File: config.mk
export PLATFORM = sky130hd
export DESIGN_NAME = bmh_ctrl
export DESIGN_NICKNAME = d
export VERILOG_FILES = /design/src/sv/bmh_pkg.sv /design/src/sv/bmh_ctrl.sv
export SDC_FILE = /design/constraint.sdc
export NUM_CORES = 1
export LEC_CHECK = 0
export BUFFER_PORTS_ARGS = -buffer_cell sky130_fd_sc_hd__buf_4
export CAP_MARGIN = 20
export CORE_ASPECT_RATIO = 1.4
export CORE_MARGIN = 5
export CORE_UTILIZATION = 30
export DETAILED_ROUTE_END_ITERATION = 10
export GPL_TIMING_DRIVEN = 1
export PLACE_DENSITY_LB_ADDON = 0.08
export SYNTH_ARGS = -nofsm -noshare
export SYNTH_HDL_FRONTEND = slang
export SYNTH_SLANG_ARGS = --single-unit
File: constraint.sdc
create_clock -name clock -period 6.3 [get_ports clock]
set_input_delay 0.63 -clock clock [delete_from_list [all_inputs] [get_ports clock]]
set_output_delay 0.63 -clock clock [all_outputs]
set_load 0.02 [all_outputs]
File: src/sv/bmh_pkg.sv
// ----------------------------------------------------------------------------
// bmh_pkg: shared types and constants for the binary min-heap
// Key type, operation and status codes, sequencer states and defaults.
// ----------------------------------------------------------------------------
`default_nettype none

package bmh_pkg;

   localparam int CAPACITY_DEFAULT = 1024;

   localparam int KEY_W       = 32;
   localparam int FUNC_W      = 3;
   localparam int POS_W       = 10;
   localparam int STATUS_W    = 2;
   localparam int COUNT_OUT_W = 11;

   typedef logic signed [KEY_W-1:0] key_type;

   localparam key_type KEY_MAX = 32'sh7FFF_FFFF;
   localparam key_type KEY_MIN = 32'sh8000_0000;

   // operation codes carried by a request beat
   typedef enum logic [FUNC_W-1:0] {
      FUNC_INSERT   = 3'd0,
      FUNC_EXTRACT  = 3'd1,
      FUNC_DELETE   = 3'd2,
      FUNC_DECREASE = 3'd3,
      FUNC_INCREASE = 3'd4
   } func_type;

   // status codes carried by a response beat
   typedef enum logic [STATUS_W-1:0] {
      STAT_OK    = 2'd0,
      STAT_EMPTY = 2'd1,
      STAT_RANGE = 2'd2,
      STAT_FULL  = 2'd3
   } status_type;

   // sequencer states
   typedef enum logic [3:0] {
      STATE_IDLE,
      STATE_UP_RD,
      STATE_UP_CMP,
      STATE_EX_RD_ROOT,
      STATE_EX_RD_LAST,
      STATE_EX_CAP,
      STATE_DN_RD_L,
      STATE_DN_RD_R,
      STATE_DN_CMP,
      STATE_DONE
   } state_type;

endpackage

`default_nettype wire

File: src/sv/bmh_ctrl.sv
// ----------------------------------------------------------------------------
// bmh_ctrl: heap sequencer
// Holds the moving key in a register and walks the tree one level at a time,
// reading children or parent from the key memory and writing back displaced
// entries; the moving key is written once where it comes to rest.
// ----------------------------------------------------------------------------
`default_nettype none

module bmh_ctrl #(
   parameter int CAPACITY = bmh_pkg::CAPACITY_DEFAULT,
   parameter int AW       = $clog2(CAPACITY),
   parameter int CW       = $clog2(CAPACITY + 1)
) (
   input  wire logic                          clock,
   input  wire logic                          reset,
   // request channel
   input  wire logic                          start,
   output logic                               busy,
   input  wire logic [bmh_pkg::FUNC_W-1:0]    req_func,
   input  wire bmh_pkg::key_type              req_key_value,
   input  wire logic [bmh_pkg::POS_W-1:0]     req_position,
   // response channel
   output logic                               rsp_strobe,
   output bmh_pkg::key_type                   rsp_min_value,
   output logic [bmh_pkg::STATUS_W-1:0]       rsp_status,
   output logic [bmh_pkg::COUNT_OUT_W-1:0]    rsp_entry_count,
   // key memory
   output logic                               mem_wr_en,
   output logic [AW-1:0]                      mem_wr_addr,
   output bmh_pkg::key_type                   mem_wr_data,
   output logic                               mem_rd_en,
   output logic [AW-1:0]                      mem_rd_addr,
   input  wire bmh_pkg::key_type              mem_rd_data
);
   import bmh_pkg::*;

   localparam int IW = AW + 2;   // child index width, holds 2*at+2

   state_type        state_ff,  state_in;
   logic [CW-1:0]    count_ff,  count_in;
   func_type         op_ff,     op_in;
   key_type          key_ff,    key_in;
   logic [AW-1:0]    at_ff,     at_in;
   key_type          min_ff,    min_in;
   status_type       status_ff, status_in;
   key_type          left_ff,   left_in;
   logic             rc_ok_ff,  rc_ok_in;

   logic [IW-1:0]    left_idx;
   logic [IW-1:0]    right_idx;
   logic [IW-1:0]    count_ext;
   logic [AW-1:0]    parent_idx;
   logic             pos_range;
   logic             dn_take_left;
   logic             dn_take_right;
   key_type          dn_best;

   assign left_idx   = {1'b0, at_ff, 1'b1};
   assign right_idx  = left_idx + IW'(1);
   assign count_ext  = IW'(count_ff);
   assign parent_idx = AW'((at_ff - AW'(1)) >> 1);
   assign pos_range  = 32'(req_position) >= 32'(count_ff);

   // sift-down child choice: strictly smaller wins, left child on ties
   always_comb begin
      dn_take_left  = left_ff < key_ff;
      dn_best       = dn_take_left ? left_ff : key_ff;
      dn_take_right = rc_ok_ff && (mem_rd_data < dn_best);
   end

   // control registers
   always_ff @(posedge clock) begin
      if (reset) begin
         state_ff <= STATE_IDLE;
         count_ff <= '0;
      end else begin
         state_ff <= state_in;
         count_ff <= count_in;
      end
   end

   // datapath registers
   always_ff @(posedge clock) begin
      op_ff     <= op_in;
      key_ff    <= key_in;
      at_ff     <= at_in;
      min_ff    <= min_in;
      status_ff <= status_in;
      left_ff   <= left_in;
      rc_ok_ff  <= rc_ok_in;
   end

   // next state and memory control
   always_comb begin
      state_in    = state_ff;
      count_in    = count_ff;
      op_in       = op_ff;
      key_in      = key_ff;
      at_in       = at_ff;
      min_in      = min_ff;
      status_in   = status_ff;
      left_in     = left_ff;
      rc_ok_in    = rc_ok_ff;
      mem_wr_en   = 1'b0;
      mem_wr_addr = at_ff;
      mem_wr_data = key_ff;
      mem_rd_en   = 1'b0;
      mem_rd_addr = '0;

      case (state_ff)
         STATE_IDLE: begin
            if (start) begin
               op_in     = func_type'(req_func);
               key_in    = req_key_value;
               min_in    = '0;
               status_in = STAT_OK;
               state_in  = STATE_DONE;
               case (func_type'(req_func))
                  FUNC_INSERT: begin
                     if (count_ff == CW'(CAPACITY)) begin
                        status_in = STAT_FULL;
                     end else begin
                        at_in    = AW'(count_ff);
                        count_in = CW'(count_ff + CW'(1));
                        state_in = STATE_UP_RD;
                     end
                  end
                  FUNC_EXTRACT: begin
                     if (count_ff == '0) begin
                        min_in    = KEY_MAX;
                        status_in = STAT_EMPTY;
                     end else begin
                        state_in = STATE_EX_RD_ROOT;
                     end
                  end
                  FUNC_DELETE: begin
                     if (pos_range) begin
                        status_in = STAT_RANGE;
                     end else begin
                        key_in   = KEY_MIN;
                        at_in    = AW'(req_position);
                        state_in = STATE_UP_RD;
                     end
                  end
                  FUNC_DECREASE: begin
                     if (pos_range) begin
                        status_in = STAT_RANGE;
                     end else begin
                        at_in    = AW'(req_position);
                        state_in = STATE_UP_RD;
                     end
                  end
                  FUNC_INCREASE: begin
                     if (pos_range) begin
                        status_in = STAT_RANGE;
                     end else begin
                        at_in    = AW'(req_position);
                        state_in = STATE_DN_RD_L;
                     end
                  end
                  default: begin
                     state_in = STATE_DONE;
                  end
               endcase
            end
         end

         // sift up: fetch parent, or settle at the root
         STATE_UP_RD: begin
            if (at_ff == '0) begin
               mem_wr_en = 1'b1;
               state_in  = (op_ff == FUNC_DELETE) ? STATE_EX_RD_ROOT : STATE_DONE;
            end else begin
               mem_rd_en   = 1'b1;
               mem_rd_addr = parent_idx;
               state_in    = STATE_UP_CMP;
            end
         end

         // sift up: move a larger parent down, else settle here
         STATE_UP_CMP: begin
            mem_wr_en = 1'b1;
            if (mem_rd_data > key_ff) begin
               mem_wr_data = mem_rd_data;
               at_in       = parent_idx;
               state_in    = STATE_UP_RD;
            end else begin
               state_in = (op_ff == FUNC_DELETE) ? STATE_EX_RD_ROOT : STATE_DONE;
            end
         end

         // pop: read root, then last entry
         STATE_EX_RD_ROOT: begin
            mem_rd_en   = 1'b1;
            mem_rd_addr = '0;
            state_in    = STATE_EX_RD_LAST;
         end

         STATE_EX_RD_LAST: begin
            mem_rd_en   = 1'b1;
            mem_rd_addr = AW'(count_ff - CW'(1));
            if (op_ff == FUNC_EXTRACT) begin
               min_in = mem_rd_data;
            end
            state_in = STATE_EX_CAP;
         end

         // pop: last entry becomes the moving key at the root
         STATE_EX_CAP: begin
            key_in   = mem_rd_data;
            at_in    = '0;
            count_in = CW'(count_ff - CW'(1));
            state_in = (count_ff == CW'(1)) ? STATE_DONE : STATE_DN_RD_L;
         end

         // sift down: fetch left child, or settle at a leaf
         STATE_DN_RD_L: begin
            if (left_idx >= count_ext) begin
               mem_wr_en = 1'b1;
               state_in  = STATE_DONE;
            end else begin
               mem_rd_en   = 1'b1;
               mem_rd_addr = AW'(left_idx);
               state_in    = STATE_DN_RD_R;
            end
         end

         // sift down: capture left, fetch right if present
         STATE_DN_RD_R: begin
            left_in  = mem_rd_data;
            rc_ok_in = right_idx < count_ext;
            if (right_idx < count_ext) begin
               mem_rd_en   = 1'b1;
               mem_rd_addr = AW'(right_idx);
            end
            state_in = STATE_DN_CMP;
         end

         // sift down: lift the smaller child, or settle here
         STATE_DN_CMP: begin
            mem_wr_en = 1'b1;
            if (dn_take_right) begin
               mem_wr_data = mem_rd_data;
               at_in       = AW'(right_idx);
               state_in    = STATE_DN_RD_L;
            end else if (dn_take_left) begin
               mem_wr_data = left_ff;
               at_in       = AW'(left_idx);
               state_in    = STATE_DN_RD_L;
            end else begin
               state_in = STATE_DONE;
            end
         end

         STATE_DONE: begin
            state_in = STATE_IDLE;
         end

         default: begin
            state_in = STATE_IDLE;
         end
      endcase
   end

   // channel outputs
   assign busy            = state_ff != STATE_IDLE;
   assign rsp_strobe      = state_ff == STATE_DONE;
   assign rsp_min_value   = min_ff;
   assign rsp_status      = status_ff;
   assign rsp_entry_count = COUNT_OUT_W'(count_ff);

endmodule

`default_nettype wire

==> impl_metrics.json <==
{
  "synth_enable_flop_cells": 112,
  "setup_violations": 0,
  "nFillCells": 3526,
  "clkPwrFrac_pct": 16.4,
  "power_switching_mw": 3.03,
  "portBuffers": 180,
  "maxSlewHeadroom_pct": 38.1,
  "leakage_nw": 5.89,
  "finClkSkew_ns": 0.00668,
  "grt_pass1_wl_mm": 58.7,
  "cts_htree_levels": 4,
  "die-area_um2": 37800,
  "muxShareOfSynthArea_pct": 0.981,
  "period_share_pct": 96.4,
  "clk_pin_slew_worst_paths_ns": 0.06,
  "gp_congestion": 0.883,
  "synthTopCellsByArea": "edfxtp_1 33%, ha_1 16%, nand2_1 4.7%, a21oi_1 4.1%, a21o_1 3.9%",
  "synth.distinct_cells": 69,
  "critPathKind": "register to output pin",
  "worst_pin_slew_ns": 0.927,
  "worst-path-max-fanout": 14,
  "synth-seq-cells": 127,
  "yosys.area.top_type_share_pct": 33.0,
  "fmax_ghz": 0.165,
  "r2r-start": "key_ff[15]$_DFFE_PP_",
  "powerDensity_nw_per_um2": 484,
  "fp.dieH_um": 228,
  "grtUsageTotal_pct": 19.9,
  "hold_viol": 0,
  "firstDrtPassIters": 5,
  "r2r_end": "mem_wr_addr[4]$_DFFE_PP_",
  "ir_worst_vdd_mv": 0.311,
  "syn_nets": 1360,
  "cap_violations": 0,
  "core_um2": 33800,
  "clk_latency_ns": 0.44,
  "netlist_area_um2": 10200,
  "netSwitchingFraction_pct": 47.1,
  "r2r_setup_slack_ns": 1.04,
  "period_minus_slack_ns": 6.07,
  "vias": 9505,
  "grt_max_degree": 45,
  "p_comb_share_pct": 60.5,
  "drt_iter0_drc": 542,
  "synthFlopType": "edfxtp_1",
  "holdWs_ns": 0.398,
  "fin_nets": 1535,
  "hold_depth": 1,
  "grt_pass1_vias": 9855,
  "synthCells": 1149,
  "reg2reg_depth": 21,
  "synth_top_family_by_area": "compound AO/OA/AOI/OAI gates",
  "globalRoute.totalOverflow": 0,
  "yosysWarnings": 0,
  "synth_fa_ha_area_share_pct": 16.1,
  "area_growth_pct": 30.3,
  "p_seq_share_pct": 23.1,
  "dpl_cell_area_um2": 12100,
  "cts_buffer_depth": 2,
  "antennaDiodeCount": 0,
  "setup.worst_path.end": "mem_wr_data[23]",
  "die_w_um": 166,
  "final_util_pct": 39.3,
  "power.internal_mw": 3.41,
  "worstPathRequired_ns": 5.67,
  "hpwlAfterDp_mm": 29.4,
  "ios": 181,
  "postRouteWirelength_mm": 39.2,
  "post_drt_wl_per_cell_um": 21.9,
  "critPathLaunch": "key_ff[15]$_DFFE_PP_",
  "synth_top_cell_by_area": "edfxtp_1",
  "clockRootBuffer": "clkbuf_16",
  "status": "finished clean",
  "synth-simple-area-share_pct": 15.5,
  "synth_xor_area_share_pct": 2.66,
  "cts_buffers": 17,
  "cts_tree": "done",
  "design_area_um2": 13300,
  "drive_above_1_share_pct": 23.8,
  "crit_path_start_kind": "register",
  "initial_utilization_pct": 30.1,
  "num_rows": 80,
  "cts_sinks": 127,
  "drc": 0,
  "min_path_type": "input port to register",
  "postSynthAreaPerCell_um2": 8.88,
  "synth_compound_area_share_pct": 23.0,
  "tns_ns": 0,
  "postCtsHoldBufs": 0,
  "vias_per_cell": 5.32,
  "worstSetupEndpointType": "output pin",
  "arrival_ns": 5.44,
  "ys_seq_area_share_pct": 35.9,
  "postSynth.asyncResetShare_pct": 0,
  "slew_violations": 0,
  "postRouteAntennaNets": 0,
  "antenna_found_initial": 1,
  "finalPower_mw": 6.44
}
-- critical path: stages, from the launching register on --
cell,delay [ns]
edfxtp_1,0.38
inv_1,0.11
ha_1,0.27
a21oi_1,0.19
o21a_1,0.13
o21ai_0,0.12
o311a_1,0.42
o22ai_4,0.16
buf_12,0.16
buf_12,0.15
buf_4,0.16
nor2_1,0.05
a21oi_1,0.26
ha_1,0.38
a211oi_1,0.29
a32oi_2,0.24
a2111oi_4,0.27
a21oi_2,0.08
or2_4,0.27
a31o_1,0.26
buf_4,0.22
o221ai_2,0.22
buf_4,0.18
-- cell families after synthesis --
family	count (synthesis)
compound gates	352
xor+xnor	31
fa+ha+maj	131
buf+inv	155
flops	127
mux	10
simple gates	343
-- synthesized netlist by cell type (2+ instances only) --
master and count:
a21oi_1 84, nand3_1 24, a211oi_1 11, mux2i_1 10, nor2b_1 9, nand2b_1 8, and4_1 3, o22a_1 7
buf_2 9, ha_1 131, nand4b_1 2, clkbuf_1 44, or3_1 4, a22oi_1 3, nor3_1 25, nor3b_1 2
o31ai_1 3, xor2_1 3, xnor2_1 28, nand2_1 128, a31oi_1 15, a311oi_1 2, and3_1 6, inv_1 97
a21o_1 53, a211o_1 5, nor2_1 87, nand4_1 24, nor4_1 7, edfxtp_1 112, o2111ai_1 2, a21boi_0 2
a2111oi_4 2, o211ai_1 5, o21a_1 10, buf_1 3, dfxtp_1 15, o221ai_1 37, o21bai_1 3, o22ai_1 18
o21ai_0 73, or2_2 6
-- per-stage QoR --
stage	worst slack, ns	instances
detailed placement	0.0394	1744
CTS	-0.0110	1777
global route	-0.0610	1788
global placement	0.0315	1744
floorplan	0.724	1149
finish	0.230	1788
-- area by class of cell --
cell class / instances / area [µm²] / area share (%)
Timing Repair Buffer: 213 / 1710 / 12.9
Tap cell: 451 / 564 / 4.25
Sequential cell: 127 / 3660 / 27.6
Clock buffer: 17 / 425 / 3.20
Clock inverter: 15 / 194 / 1.46
Multi-Input combinational cell: 867 / 6360 / 47.9
Inverter: 98 / 368 / 2.77
-- cells in the final DEF, fill, tap and decap left out, types with 5 or more instances in the layout --
master,instances
dfxtp_1,15
nor2b_1,9
clkbuf_16,20
nor4_1,6
nor2_1,84
nor3_1,23
ha_1,130
o221ai_2,19
a31oi_1,14
o22a_1,7
xnor2_1,28
a21oi_2,18
o21a_1,9
and3_1,5
buf_4,203
a21oi_1,63
a211oi_1,10
nand4_1,24
a21o_1,53
mux2i_1,10
nand2_1,128
o211ai_1,5
edfxtp_1,112
or2_2,6
o21ai_0,69
nand2b_1,8
nand3_1,23
inv_1,97
o22ai_1,17
a211o_1,5
o221ai_1,15
-- metal layers --
metal | global-route usage (%) | share of wire [%] | vias to the layer above
met5 | 0 | 0.043 | -
met4 | 9.13 | 4.1 | 2
met3 | 3.64 | 4.3 | 79
met2 | 37.0 | 53 | 303
met1 | 21.9 | 38 | 4508
li1 | - | - | 4613
-- worst min path at each step --
stage,to,slack [ns],from
global placement,rsp_entry_count[9]$_SDFFE_PP0P_,0.67,rsp_entry_count[9]$_SDFFE_PP0P_
detailed placement,rsp_entry_count[9]$_SDFFE_PP0P_,0.66,rsp_entry_count[9]$_SDFFE_PP0P_
finish,left_ff[31]$_DFFE_PN_,0.40,mem_rd_data[31]
CTS,left_ff[31]$_DFFE_PN_,0.37,mem_rd_data[31]
floorplan,state_ff[1]$_SDFFE_PP0N_,0.63,op_ff[0]$_DFFE_PP_
global route,left_ff[31]$_DFFE_PN_,0.38,mem_rd_data[31]
-- registers in the layout, indices dropped and copies added (netlist names) --
| register | count |
|---|---|
| mem_wr_addr | 10 |
| op_ff | 3 |
| key_ff | 32 |
| rsp_entry_count | 11 |
| rsp_min_value | 32 |
| rc_ok_ff | 1 |
| rsp_status | 2 |
| left_ff | 32 |
| state_ff | 4 |
-- power by group through the flow --
stage                     logic (mW)  registers, mW  clock network [mW]
after floorplan                 2.13           1.53                   0
after global placement          3.63           1.50                   0
after detailed placement        3.63           1.50                   0
after CTS                       3.68           1.48                1.09
after global routing            4.25           1.52                1.12
final                           3.89           1.48                1.06
-- timing repair --
action / in CTS / in global routing
gates resized for setup: 11 / 63
endpoints found under the setup margin: 32 / 32
buffers inserted: 1 / 6
pin swaps: 2 / 17
gates cloned: 0 / 4
Power figures use the tool's default switching activity.
